--- src/hdl/shmc_pkg.sv ---
// Shared types, constants and helper functions for the stall homing motor command block.
// No dependencies; every module of the block imports this package.
package shmc_pkg;

   localparam int COUNT_WIDTH = 16;
   localparam int TICK_W      = 16;
   localparam int CMP_W       = (COUNT_WIDTH > TICK_W) ? COUNT_WIDTH : TICK_W;
   localparam int CSR_IDX_W   = 3;
   localparam int CSR_DATA_W  = 31;
   localparam int THR_W       = 29;

   typedef enum logic [1:0] {
      MODE_TICK     = 2'd0,
      MODE_POS_GOAL = 2'd1,
      MODE_VEL_GOAL = 2'd2,
      MODE_STOP     = 2'd3
   } mode_type;

   typedef enum logic [1:0] {
      PH_SEARCH = 2'd0,
      PH_SETTLE = 2'd1,
      PH_READY  = 2'd2
   } phase_type;

   typedef enum logic [CSR_IDX_W-1:0] {
      CSR_DIRECTION = 3'd0,
      CSR_KP_GAIN   = 3'd1,
      CSR_KD_GAIN   = 3'd2,
      CSR_GEAR      = 3'd3,
      CSR_INV_GEAR  = 3'd4,
      CSR_SPEED     = 3'd5,
      CSR_JAM       = 3'd6,
      CSR_TIMEOUT   = 3'd7
   } csr_reg_type;

   typedef struct packed {
      logic               restart;
      logic [1:0]         dir;
      logic [15:0]        kp;
      logic [15:0]        kd;
      logic [15:0]        gear;
      logic [15:0]        inv_gear;
      logic [30:0]        speed;
      logic [THR_W-1:0]   thr;
      logic [15:0]        jam;
      logic [15:0]        timeout;
   } cfg_type;

   typedef struct packed {
      mode_type           mode;
      logic signed [39:0] scaled;
      logic signed [31:0] fb_pos;
      logic signed [31:0] fb_vel;
      logic signed [15:0] fb_torque;
   } item_type;

   typedef struct packed {
      logic [15:0]        kp;
      logic [15:0]        kd;
      logic signed [31:0] pos;
      logic signed [31:0] vel;
      logic signed [32:0] diff;
      logic signed [31:0] lv;
      logic signed [15:0] lt;
      phase_type          phase;
   } mid_type;

   function automatic logic signed [31:0] sat_to_32(input logic signed [40:0] v);
      logic fits;
      fits = (v[40:31] == {10{1'b0}}) || (v[40:31] == {10{1'b1}});
      if (fits) begin
         return v[31:0];
      end else if (v[40]) begin
         return 32'sh8000_0000;
      end else begin
         return 32'sh7FFF_FFFF;
      end
   endfunction

endpackage

--- src/hdl/shmc_core.sv ---
// Homing phase machine, tick counters, zero offset and command registers.
// Depends on shmc_pkg; feeds one staged result per item to the output stage.
module shmc_core (
   input  logic                 clock,
   input  logic                 reset,
   input  shmc_pkg::cfg_type    cfg,
   input  logic                 in_valid,
   input  shmc_pkg::item_type   in_item,
   output logic                 in_take,
   output logic                 mid_valid,
   output shmc_pkg::mid_type    mid_item,
   input  logic                 out_ready
);
   import shmc_pkg::*;

   phase_type              phase_ff, phase_in;
   logic [COUNT_WIDTH-1:0] elapsed_ff, elapsed_in;
   logic [COUNT_WIDTH-1:0] stall_ff, stall_in, stall_step;
   logic signed [31:0]     zero_ff, zero_in;
   logic [15:0]            kp_ff, kp_in, kd_ff, kd_in;
   logic signed [31:0]     pos_ff, pos_in, vel_ff, vel_in;
   logic signed [31:0]     lp_ff, lp_in, lv_ff, lv_in;
   logic signed [15:0]     lt_ff, lt_in;
   logic                   mid_valid_ff, mid_valid_in;
   mid_type                mid_ff, mid_in;
   logic                   adv, is_tick, timeout_hit, jam_hit, moving;
   logic [32:0]            vel_mag;
   logic signed [31:0]     search_vel;
   logic signed [40:0]     pos_sum;

   assign in_take = !mid_valid_ff || out_ready;
   assign adv     = in_valid && in_take;
   assign is_tick = (in_item.mode == MODE_TICK);

   assign timeout_hit = CMP_W'(elapsed_ff) >= CMP_W'(cfg.timeout);
   assign vel_mag     = in_item.fb_vel[31] ? 33'd0 - {1'b1, in_item.fb_vel}
                                           : {1'b0, in_item.fb_vel};
   assign moving      = vel_mag > 33'(cfg.thr);
   assign stall_step  = moving ? '0 : ((stall_ff != '1) ? stall_ff + 1'b1 : stall_ff);
   assign jam_hit     = CMP_W'(stall_step) > CMP_W'(cfg.jam);
   assign search_vel  = cfg.dir[1] ? -$signed({1'b0, cfg.speed}) : $signed({1'b0, cfg.speed});
   assign pos_sum     = {in_item.scaled[39], in_item.scaled} + {{9{zero_ff[31]}}, zero_ff};

   // Next homing phase.
   always_comb begin
      phase_in = phase_ff;
      if (cfg.restart) begin
         phase_in = (cfg.dir != 2'b00) ? PH_SEARCH : PH_SETTLE;
      end else if (adv && is_tick) begin
         case (phase_ff)
            PH_SEARCH: begin
               // A timeout ends the search and the settle time in the same tick.
               if (timeout_hit) begin
                  phase_in = PH_READY;
               end else if (jam_hit) begin
                  phase_in = PH_SETTLE;
               end
            end
            PH_SETTLE: begin
               if (timeout_hit) begin
                  phase_in = PH_READY;
               end
            end
            default: ;
         endcase
      end
   end

   // Counters, zero offset, commands and feedback.
   always_comb begin
      elapsed_in = elapsed_ff;
      stall_in   = stall_ff;
      zero_in    = zero_ff;
      kp_in      = kp_ff;
      kd_in      = kd_ff;
      pos_in     = pos_ff;
      vel_in     = vel_ff;
      lp_in      = lp_ff;
      lv_in      = lv_ff;
      lt_in      = lt_ff;
      if (cfg.restart) begin
         elapsed_in = '0;
         stall_in   = '0;
         zero_in    = '0;
         kp_in      = '0;
         kd_in      = '0;
         pos_in     = '0;
         vel_in     = '0;
      end else if (adv) begin
         case (in_item.mode)
            MODE_TICK: begin
               lp_in = in_item.fb_pos;
               lv_in = in_item.fb_vel;
               lt_in = in_item.fb_torque;
               if (phase_ff == PH_SEARCH) begin
                  if (timeout_hit) begin
                     zero_in = '0;
                     kp_in   = '0;
                     kd_in   = cfg.kd;
                     pos_in  = '0;
                     vel_in  = '0;
                  end else begin
                     stall_in = stall_step;
                     kd_in    = cfg.kd;
                     vel_in   = search_vel;
                     if (jam_hit) begin
                        // Stalled long enough: this position becomes the zero.
                        zero_in = in_item.fb_pos;
                        kp_in   = cfg.kp;
                        kd_in   = '0;
                        pos_in  = in_item.fb_pos;
                        vel_in  = '0;
                     end
                  end
               end
               if (elapsed_ff != '1) begin
                  elapsed_in = elapsed_ff + 1'b1;
               end
            end
            MODE_POS_GOAL: begin
               if (phase_ff == PH_READY) begin
                  kp_in  = cfg.kp;
                  kd_in  = '0;
                  pos_in = sat_to_32(pos_sum);
                  vel_in = '0;
               end
            end
            MODE_VEL_GOAL: begin
               if (phase_ff == PH_READY) begin
                  kp_in  = '0;
                  kd_in  = cfg.kd;
                  pos_in = '0;
                  vel_in = sat_to_32({in_item.scaled[39], in_item.scaled});
               end
            end
            MODE_STOP: begin
               kp_in  = '0;
               kd_in  = '0;
               pos_in = '0;
               vel_in = '0;
            end
            default: ;
         endcase
      end
   end

   always_comb begin
      mid_in.kp    = kp_in;
      mid_in.kd    = kd_in;
      mid_in.pos   = pos_in;
      mid_in.vel   = vel_in;
      mid_in.diff  = {lp_in[31], lp_in} - {zero_in[31], zero_in};
      mid_in.lv    = lv_in;
      mid_in.lt    = lt_in;
      mid_in.phase = phase_in;
      mid_valid_in = in_take ? in_valid : mid_valid_ff;
   end

   always_ff @(posedge clock) begin
      if (reset) begin
         phase_ff     <= PH_SETTLE;
         elapsed_ff   <= '0;
         stall_ff     <= '0;
         zero_ff      <= '0;
         kp_ff        <= '0;
         kd_ff        <= '0;
         pos_ff       <= '0;
         vel_ff       <= '0;
         lp_ff        <= '0;
         lv_ff        <= '0;
         lt_ff        <= '0;
         mid_valid_ff <= 1'b0;
      end else begin
         phase_ff     <= phase_in;
         elapsed_ff   <= elapsed_in;
         stall_ff     <= stall_in;
         zero_ff      <= zero_in;
         kp_ff        <= kp_in;
         kd_ff        <= kd_in;
         pos_ff       <= pos_in;
         vel_ff       <= vel_in;
         lp_ff        <= lp_in;
         lv_ff        <= lv_in;
         lt_ff        <= lt_in;
         mid_valid_ff <= mid_valid_in;
      end
   end

   always_ff @(posedge clock) begin
      if (adv) begin
         mid_ff <= mid_in;
      end
   end

   assign mid_valid = mid_valid_ff;
   assign mid_item  = mid_ff;

endmodule

--- config.mk ---
export PLATFORM = sky130hd
export DESIGN_NAME = shmc_core
export DESIGN_NICKNAME = d
export VERILOG_FILES = /design/src/hdl/shmc_pkg.sv /design/src/hdl/shmc_core.sv
export SDC_FILE = /design/constraint.sdc
export NUM_CORES = 1
export LEC_CHECK = 0
export ABC_AREA = 1
export ABC_CLOCK_PERIOD_IN_PS = 10300
export BUFFER_PORTS_ARGS = -buffer_cell sky130_fd_sc_hd__buf_2
export CAP_MARGIN = 40
export CORE_ASPECT_RATIO = 0.6
export CORE_MARGIN = 3
export CORE_UTILIZATION = 45
export CTS_CLUSTER_DIAMETER = 30
export DETAILED_ROUTE_END_ITERATION = 6
export GPL_ROUTABILITY_DRIVEN = 0
export PLACE_DENSITY_LB_ADDON = 0.08
export RECOVER_POWER = 100
export SLEW_MARGIN = 20
export SYNTH_ARGS = -nofsm -noshare
export SYNTH_HDL_FRONTEND = slang
export SYNTH_SLANG_ARGS = --single-unit
--- constraint.sdc ---
create_clock -name clock -period 10.3 [get_ports clock]
set_input_delay 1.545 -clock clock [delete_from_list [all_inputs] [get_ports clock]]
set_output_delay 1.545 -clock clock [all_outputs]
set_load 0.03 [all_outputs]
# ---- After elaboration in Yosys (flattened, before gate mapping)
# Cells that the tools add are included.
dict set report totals {
  output_inout_bits 181
  word_cells 115
  register_bits 422
  input_bits 285
}
dict set report op_classes {
  muxes 62
  n_bitwise 1
  n_reduce_logical 14
  magnitude_cmp 3
  eq_ne 9
  add_sub_neg 6
}
# cell count
set ops {}
lappend ops {{$mux W32} 31}
lappend ops {{$mux W16} 19}
lappend ops {{$pmux W32 S4} 2}
lappend ops {{$pmux W16 S4} 2}
lappend ops {{$add A40 B32 Y41} 1}
lappend ops {{$gt A33 B29 Y1} 1}
lappend ops {{$mux W33} 1}
lappend ops {{$sub A1 B33 Y33 const A} 1}
lappend ops {{$sub A32 B32 Y33} 1}
lappend ops {{$add A16 B1 Y16 const B} 2}
lappend ops {{$ne A16 B16 Y1 const B} 2}
lappend ops {{$neg A31 Y32} 1}
lappend ops {{$eq A10 B10 Y1 const B} 2}
lappend ops {{$logic_not A10 Y1} 2}
lappend ops {{$ge A16 B16 Y1} 1}
lappend ops {{$gt A16 B16 Y1} 1}
lappend ops {{$mux W2} 5}
lappend ops {{$eq A2 B2 Y1 const B} 3}
lappend ops {{$eq A2 B1 Y1 const B} 2}
lappend ops {{$logic_not A2 Y1} 2}
lappend ops {{$pmux W2 S2} 1}
lappend ops {{$reduce_and A4 Y1} 1}
lappend ops {{$logic_or A1 B1 Y1} 3}
lappend ops {{$reduce_and A3 Y1} 1}
lappend ops {{6 further kinds} 7}

# ---- Longest topological paths before layout
# Gate-level depths: netlist (run 1).
dict set report depth {
  word_depth 12
  ltp_mapped 55
  ltp_nobuf 53
}

# ---- Worst setup path after synthesis (run 1)
# Ideal clock, no wire load.
dict set report synth_path {
  path_type {input to register}
  start {input in_item[16] (netlist bit)}
  end {register mid_ff (netlist bit mid_item[80]) (data pin)}
  path_stages 47
  slack_ns 1.745
  path_buffers 2
  required_ns 10.048
  setup_ns 0.252
  arrival_ns 8.303
  path_cell_list {inv_1 -> ha_1 -> inv_1 -> nor3_2 -> nand2_1 -> nor3_2 -> nand2_1 -> nor3_2 -> nand4_2 -> o31ai_1 -> o21ai_0 -> xor2_1 -> ha_1 -> nand4_1 -> nor3_1 -> nand3_1 -> nand2_1 -> buf_4 -> [... 11 more ...] -> o21ai_0 -> o21ai_0 -> inv_1 -> nor2_1 -> ha_1 -> fa_1 -> o21ai_0 -> a21oi_1 -> o21ai_1 -> a21oi_1 -> o21ai_2 -> a21oi_1 -> o21ai_1 -> a21oi_1 -> o21ai_0 -> nand2_1 -> nand3_1 -> nand2_1}
}
# element line
set synth_rtl {}
lappend synth_rtl {{start, declared} shmc_core.sv:8} ;# input shmc_pkg::item_type in_item,
lappend synth_rtl {{end signal, assigned} shmc_core.sv:191} ;# mid_ff <= mid_in;
lappend synth_rtl {{end, declared} shmc_core.sv:25} ;# mid_type mid_ff, mid_in;

==> impl_summary.md, run 1 <==
Floorplan
The number of ports placed on the die boundary is 466. The chip height is about 200 um. The floorplan step defined a die boundary enclosing roughly 65000 um^2. From left edge to right edge, the die measures ~330 um. The floorplan has 70 rows. The starting density of the core is 45.8%. In this run the standard cell core region covers between 60000 and 70000 um^2.

Global routing
The via count of the first global-routing pass was 25.1k. Across every metal layer, demand over resource in global routing totals 30.3%. The number of antenna violations at the first check in global routing is 20. The global-route wire length before repair is approximately 150000 um. Entering global routing, the biggest net connects ~140 pins. Summed over all layers, the global routing overflow is 0.

STA
The final clock period utilization by the worst path is between 90 and 100%. The maximum frequency from static timing analysis is about 100 MHz. The tightest slew margin relative to the limit is -150%. The post-layout worst setup margin is slightly above 0.7 ns. The worst setup skew after layout is between 0.04 and 0.05 ns. The number of pins exceeding their max-slew limit in the final report is between 500 and 600. The post-route minimum period is around 9.6 ns. The final-report hold violation count is 0. The sum of negative setup slack is 0 ns. The number of endpoints failing setup at the final stage is 0.

The slew at the pin with the worst max-slew slack is ~3.7 ns. Setup repair after global routing left no endpoint under its margin.

Final layout
The share of post-route cells with drive strength above 1 is roughly 15%. The number of inserted filler cells in the final layout is about 6.1k. The area taken by flip-flops and latches is 10200 um^2. The most common cell after layout, fill and taps aside is nand2_1. The library cells used most frequently in the layout, excluding fill and tap cells, are 970 x nand2_1, 573 x inv_1, 392 x o21ai_0. The number of cells in the finished layout apart from fillers is between 5k and 6k. The multi-input combinational cells in the finished layout cover a total of approximately 15000 um^2. The area growth from synthesis to layout is 22.4%. The number of nets in the layout is between 4k and 5k.

Clock tree
The clock transition time at the flip-flop clock pins of the worst setup and hold paths is about 0.050 ns. In this run the post-CTS setup repair buffer count came out at 0. The clock sink count is around 420.

The library cell used as clock root buffer is clkbuf_16. The CTS tree is yes. CTS built an H-tree with a depth of 3. The clock latency of the later-clocked register in the worst-skew pair is roughly 0.66 ns. The number of clock buffers inserted by TritonCTS is between 90 and 100. Counting along the longest clock path gives a buffer depth of 3.

Place
The placed instance count is between 5k and 6k. The count of port buffers added during placement is ~430. The detailed placer's ending HPWL is 75400 um. The pre-CTS setup slack is 0.329 ns.

Power
The worst supply voltage drop on vdd is about 0.00014 V. Summed over all cells, the static leakage comes to 16.6 nW. The power density normalized to cell area is ~170 nW/um^2. The post-route total power is ~0.0058 W.

Worst setup path
The capture point of the worst reg-to-reg path is mid_item[79]$_DFFE_PP_. In this run the critical register-to-register path is launched from mid_valid$_SDFFE_PP0N_. The data arrival time of the worst path is approximately 10 ns. By startpoint and endpoint, the worst setup path is classified as input port to flop. The library cell appearing most often on the critical path is nand2_1.

The worst path required time is 10.71 ns. The worst-path maximum fanout is 44. The slack of the worst reg-to-reg path is 1.41 ns.

STA classifies the critical path startpoint as an input port. The largest incremental delay on the critical path is 1.14 ns. On the critical path, the stage with the largest delay is an instance of nand2_1.

The number of cells on the worst reg-to-reg path is 26. STA classifies the critical path endpoint as a flop.

Synth
In the synthesized netlist the async set-or-reset flop fraction comes to 0%. The combined area of all synthesized cells is approximately 28000 um^2. The count of different cell masters after synthesis is 59. The number of instances in the synthesized netlist is ~4.0k. The top cell type by area accounts for approximately a fifth of the synthesized area. The leading register cell type out of synthesis is dfxtp_1. The total number of yosys warnings is 0.

The mean area per synthesized cell is around 7 um^2. Counting every net in the synthesized netlist gives about 4.5k. In this run, synthesis inferred 179 flip-flops with an integrated enable. By area the synthesized netlist is led by edfxtp_1 19%, dfxtp_1 17%, nand2_1 13%. The proportion of synthesized chip area in sequential cells is between 30% and 40%. Synthesis inferred 422 register bits. The largest area contributor in the synthesized netlist is edfxtp_1.

Run status
The run finished, with violations left. The checks that failed: capacitance limit, slew limit.

Min path
The number of stages on the worst hold path is 1. The path type of the worst min-delay path is flop to flop. The launch instance of the worst min-delay path is elapsed_ff[15]$_SDFFE_PP0P_. For hold timing, the worst endpoint is elapsed_ff[15]$_SDFFE_PP0P_.

Run
The tool flagged a number of max-cap violations equal to 11.

Detailed routing
The routed via count divided by cell count is approximately 5.2. The detailed-route wire length per cell is 18.8 um. The detail route stage leaves a number of antenna-violating nets equal to 0. The overall routed net length is 102000 um. In this run, the number of DRC markers left after iteration 0 of detailed routing was 3115.

The number of remaining DRC errors is 0. The number of optimization iterations in the first detailed-route pass is 6. For this block, the via count after detailed routing is between 20k and 30k.
-- power breakdown --
part | switching [W] | internal, W | leakage (nW)
Combinational | 0.000626 | 0.000292 | 11.3
Clock | 0.00103 | 0.00198 | 1.53
Sequential | 0.0000306 | 0.00186 | 3.78
Total | 0.00169 | 0.00413 | 16.6
-- cell usage after synthesis, types with 9 or more instances --
master / n
nor4_1: 16
nor3_1: 45
or2_2: 112
edfxtp_1: 179
xnor2_1: 55
nand2_1: 971
clkbuf_1: 153
inv_1: 577
o211ai_1: 32
nand3_1: 114
o21ai_0: 393
a21oi_2: 10
nor2_2: 16
nand4_1: 19
ha_1: 137
dfxtp_1: 243
nand3_2: 16
nand2_2: 12
buf_1: 16
a31oi_1: 37
xor2_1: 65
nor2_1: 372
inv_2: 9
o311ai_0: 14
a21oi_1: 342
-- logic make-up (layout without fill, tap and decap cells) --
kind of cell    count (synthesis)  after routing  share of synthesized area [%]
mux                             1              1                         0.0357
other cells                     0             16                              0
fa+ha+maj                     139            139                           6.25
xor+xnor                      121            121                           3.80
buf+inv                       774           1296                           10.6
compound gates                875            875                           16.8
simple gates                 1716           1716                           26.0
flops                         422            422                           36.5
-- worst max-delay path: cells and delay by family --
| kind | cells | cell delay [ns] |
|---|---|---|
| fa+ha+maj | 1 | 0.30 |
| buf+inv | 9 | 2.55 |
| simple gates | 9 | 2.82 |
| compound gates | 9 | 2.64 |
-- metrics by stage --
stage               hold WS, ns  utilization, %  area (um^2)
floorplan                 0.447               -        28100
global placement          0.477            51.0        31300
detailed placement        0.478            51.3        31400
CTS                       0.488            56.5        34600
global route              0.530            56.0        34300
finish                    0.495            56.0        34400
-- metal layers --
layer  wire [um]  vias to the layer above  GRT usage, %
li1            -                    14100             -
met1       47000                    12800          44.5
met2       40200                     1234          40.7
met3       12300                      133          11.7
met4        2150                        8          8.48
met5          47                        -             0
-- what timing repair did --
item	4_1_cts	5_1_grt
setup endpoints to repair	0	1
gates resized for setup	0	1
hold buffers	0	0
-- state kept, by name, indices dropped and copies added (netlist names), 2 cells and up --
| register | flops |
|---|---|
| mid_item | 179 |
| lp_ff | 32 |
| lv_ff | 32 |
| pos_ff | 32 |
| vel_ff | 32 |
| zero_ff | 32 |
| elapsed_ff | 16 |
| kd_ff | 16 |
| kp_ff | 16 |
| lt_ff | 16 |
| stall_ff | 16 |
| phase_ff | 2 |
-- area by class of cell --
cell class                 instances  area share, %
inverter                         589           6.45
timing repair buffer             535           8.02
clock buffer                     108           7.11
multi-input combinational       2852           43.3
clock inverter                    64           2.18
antenna                           16          0.117
tap                              828           3.02
sequential                       422           29.8
-- how the worst max path moves through the flow --
| stage | start | endpoint | slack [ns] | depth (start not counted) |
|---|---|---|---|---|
| 4_1_cts | in_item[16] | mid_item[79]$_DFFE_PP_ | 0.96 | 50 |
| 3_5_place_dp | in_item[16] | mid_item[79]$_DFFE_PP_ | 0.33 | 50 |
| 6_report | out_ready | mid_item[79]$_DFFE_PP_ | 0.70 | 28 |
| 2_1_floorplan | in_item[16] | mid_item[80]$_DFFE_PP_ | 1.75 | 47 |
| 3_3_place_gp | in_item[16] | mid_item[79]$_DFFE_PP_ | 0.37 | 50 |
| 5_1_grt | in_item[16] | mid_item[81]$_DFFE_PP_ | 0.04 | 49 |
Power figures use the tool's default switching activity.
==> run 2, diff against run 1 <==
--- a/config.mk
+++ b/config.mk
@@ -11,12 +11,11 @@
 export CAP_MARGIN = 40
 export CORE_ASPECT_RATIO = 0.6
 export CORE_MARGIN = 3
-export CORE_UTILIZATION = 45
+export CORE_UTILIZATION = 55
 export CTS_CLUSTER_DIAMETER = 30
 export DETAILED_ROUTE_END_ITERATION = 6
 export GPL_ROUTABILITY_DRIVEN = 0
 export PLACE_DENSITY_LB_ADDON = 0.08
-export RECOVER_POWER = 100
 export SLEW_MARGIN = 20
 export SYNTH_ARGS = -nofsm -noshare
 export SYNTH_HDL_FRONTEND = slang
==> run 2 against run 1 <==
- clock power fell by 17%
- clock skew fell by 0.012 ns
- largest power group unchanged
- fmax fell by 1.4%
- utilization rose by 12 points
- cell area fell by 1.9%
- global-route usage rose by 4.0 points
- non-clock buffer count fell by 36
- sequential power barely moved
- sequential cell count did not move
- die area fell by 18%
- the run now ends clean
- setup slack got worse by 0.14 ns
- highest routed layer unchanged
==> impl_summary.md, run 2 (same netlist as run 1, synthesis figures left out) <==
Run status
The flow ran to the end, and the final reports show no timing, DRC or antenna violations.

Floorplan
The number of ports placed on the die boundary came to 466 (unchanged). The chip height is 181 um (-9.3%). The die extent in x is 298 um (-9.4%). The standard cell core area is 49900 um^2 (-19%). The starting density of the core is 56.2% (+10 points).

The die outline area is 53900 um^2 (-18%). The number of rows created at floorplan came to 63 (-10%).

Detailed routing
The number of remaining DRC errors is 0 (unchanged). The detailed-route wire length per cell is 18.5 um (-1.4%). The routed via count divided by cell count is 5.51 (+5.9%).

The number of DRC markers after the initial detailed-route iteration came to 3542 (+14%). The overall via count from detail_route came to 28.6k (+1.6%). The overall routed net length came to 96100 um (-5.4%). The number of antenna-violating nets in the routed design came to 0 (unchanged).

The number of optimization iterations in the first detailed-route pass is 6 (unchanged).

Clock tree
The clock transition time at the flip-flop clock pins of the worst setup and hold paths was 0.06 ns (about the same). In this run the clock root is driven by a clkbuf_16. The number of H-tree levels came to 3 (unchanged). The buffer count from post-CTS setup fixing was 0 (unchanged). The CTS tree is yes.

The number of clock buffers inserted by TritonCTS is 73 (-20%). The hold buffer count at cts is 0 (unchanged). The maximum buffer depth of the clock tree was 3 (unchanged).

The number of gates resized after cts is 0 (unchanged). The clock latency of the later-clocked register in the worst-skew pair is 0.61 ns (-0.05 ns). The clock sink count is 422 (unchanged).

Worst setup path
The worst-path maximum fanout is 16 (-64%). The reg-to-reg startpoint is stall_ff[0]$_SDFFE_PP0P_. The worst path required time was 10.67 ns (-0.04 ns). The number of buffers and inverters on the critical path is 8 (-1).

The data arrival time of the worst path is 10.10 ns (+0.09 ns). The kind of end point of the critical path is a flop. By instance count, the cell type seen most on the critical path is nand2_1. The cell type group with the largest total delay on the critical path is compound AO/OA/AOI/OAI gates. The cell at the slowest stage of the critical path is o21ai_0. The start-to-end type of the worst setup path is input port to flop. The worst register-to-register path ends at mid_item[81]$_DFFE_PP_. STA classifies the critical path startpoint as an input port. The slack of the worst reg-to-reg path was 2.25 ns (+0.84 ns).

The largest incremental delay on the critical path is 0.48 ns (-0.66 ns). The number of cells on the worst reg-to-reg path is 40 (+54%).

STA
The post-route minimum period came to 9.73 ns (+0.136 ns). The slew at the pin with the worst max-slew slack is 0.901 ns (-2.85 ns). The final-report hold violation count is 0 (unchanged).

The maximum frequency from static timing analysis is 103 MHz (-1.4%). Setup repair after global routing left no endpoint under its margin. The sum of negative setup slack came to 0 ns (unchanged).

The final clock period utilization by the worst path is 94.5% (+1.3 points). The worst setup skew after layout is 0.0284 ns (-0.0116 ns). The number of endpoints failing setup at the final stage is 0 (unchanged).

The tightest slew margin relative to the limit is 39.9% (+190 points). The post-layout worst setup margin was 0.569 ns (-0.136 ns). The number of pins exceeding their max-slew limit in the final report is 0 (-100%).

Final layout
The share of post-route cells with drive strength above 1 was 18.5% (+3.3 points). The top cell types in the final layout, fill and taps aside, are 969 x nand2_1, 572 x inv_1, 431 x buf_2. Leaving out fill and tap cells, the most frequent cell in the layout is nand2_1. The utilization of the core after routing was 67.5% (+12 points). The number of nets in the layout is 4861 (-1.1%). The area added between synthesis and finish is 20.1%. The number of flip-flops in the largest register is 179 (unchanged).

Power
The net switching power is 0.00160 W (-5.3%). The fraction of power consumed by the clock network is 47.3% (-4.5 points). The power density normalized to cell area is 158 nW/um^2 (-6.7%). The share of total power in sequential cells is 35.3% (+2.9 points).

The post-route total power was 0.00533 W (-8.5%). The design internal power came to 0.00373 W (-9.8%). The share of total power in combinational logic is 17.4% (+1.6 points). The switching part of the total power is 30.0% (+1.0 points).

The leakage power summed over all cells is 16.9 nW (+1.4%). The worst supply voltage drop on vdd is 0.000122 V (-16%).

Place
The detailed placer's ending HPWL is 71000 um (-5.9%). The pre-CTS setup slack is 0.360 ns (+0.0314 ns). The count of port buffers added during placement was 433 (unchanged).

Min path
In this run the worst hold path is classified as flop to flop. The number of stages on the worst hold path is 1 (unchanged). The end point of the worst hold path is elapsed_ff[15]$_SDFFE_PP0P_. In this run the most critical hold path is launched from elapsed_ff[15]$_SDFFE_PP0P_.

Global routing
The largest net degree at the start of global routing is 137 (+1.5%). The aggregate global-route resource usage is 34.3% (+4.0 points). The via count of the first global-routing pass was 25.3k (+0.91%).

The residual overflow from global routing was 0 (unchanged). The number of antenna violations at the first check in global routing was 25 (+25%). The global-route wire length before repair came to 146000 um (-4.1%).

Run
The total of max-cap violations is 0 (-11).
run 2: changes by cell type in the layout (fill, tap and decap cells not counted), sizes merged:
cell,before,now
bufinv,11,5
clkbuf,319,88
inv,593,605
clkinv,35,24
clkinvlp,14,2
diode,16,13
buf,324,499
run 2: metal layers:
metal | routed length [um] | global-route usage [%] | vias up
li1 | - | - | 13900
met1 | 41900 | 49.6 | 12900
met3 | 13000 | 12.6 | 201
met5 | 106 | 0 | -
met4 | 3120 | 12.2 | 18
met2 | 38000 | 46.6 | 1576
run 2: worst max path at each step:
stage                     cells past startpoint        start                     end
final                                        48  in_item[16]  mid_item[81]$_DFFE_PP_
after global routing                         48  in_item[16]  mid_item[81]$_DFFE_PP_
after CTS                                    48  in_item[16]  mid_item[81]$_DFFE_PP_
after detailed placement                     48  in_item[16]  mid_item[81]$_DFFE_PP_
after global placement                       48  in_item[16]  mid_item[81]$_DFFE_PP_
after floorplan                              47  in_item[16]  mid_item[80]$_DFFE_PP_
run 2: worst reg2reg max path, delay by kind of cell, from the launching register on:
| family | cells | cell delay, ns |
|---|---|---|
| AOI/OAI and AO/OA | 15 | 3.23 |
| and+or+nand+nor | 15 | 2.76 |
| buffers and inverters | 7 | 0.73 |
| adders and majority gates | 3 | 0.72 |
| DFF | 1 | 0.38 |
run 2: cell type report:
type / instances / area [um^2]
Fill cell: 4444 / 16200
Multi-Input combinational cell: 2852 / 14900
Sequential cell: 422 / 10200
Timing Repair Buffer: 499 / 2880
Inverter: 589 / 2220
Clock buffer: 88 / 2030
Tap cell: 682 / 853
Clock inverter: 47 / 553
Antenna cell: 13 / 32.5
run 2: per-stage QoR:
step | hold WS [ns] | cell area (um^2) | std cells
5_1_grt | 0.524 | 33700 | 5192
3_5_place_dp | 0.480 | 31000 | 5042
4_1_cts | 0.496 | 33600 | 5177
6_report | 0.498 | 33700 | 5192
3_3_place_gp | 0.477 | 30800 | 5031
2_1_floorplan | 0.447 | 28100 | 4048
run 2: power by group through the flow:
| stage | sequential [W] | clock [W] | combinational (W) |
|---|---|---|---|
| final | 0.00188 | 0.00252 | 0.000926 |
| after global routing | 0.00189 | 0.00262 | 0.00101 |
| after CTS | 0.00188 | 0.00254 | 0.000905 |
| after detailed placement | 0.00191 | 0 | 0.000899 |
| after global placement | 0.00191 | 0 | 0.000881 |
| after floorplan | 0.00204 | 0 | 0.000448 |
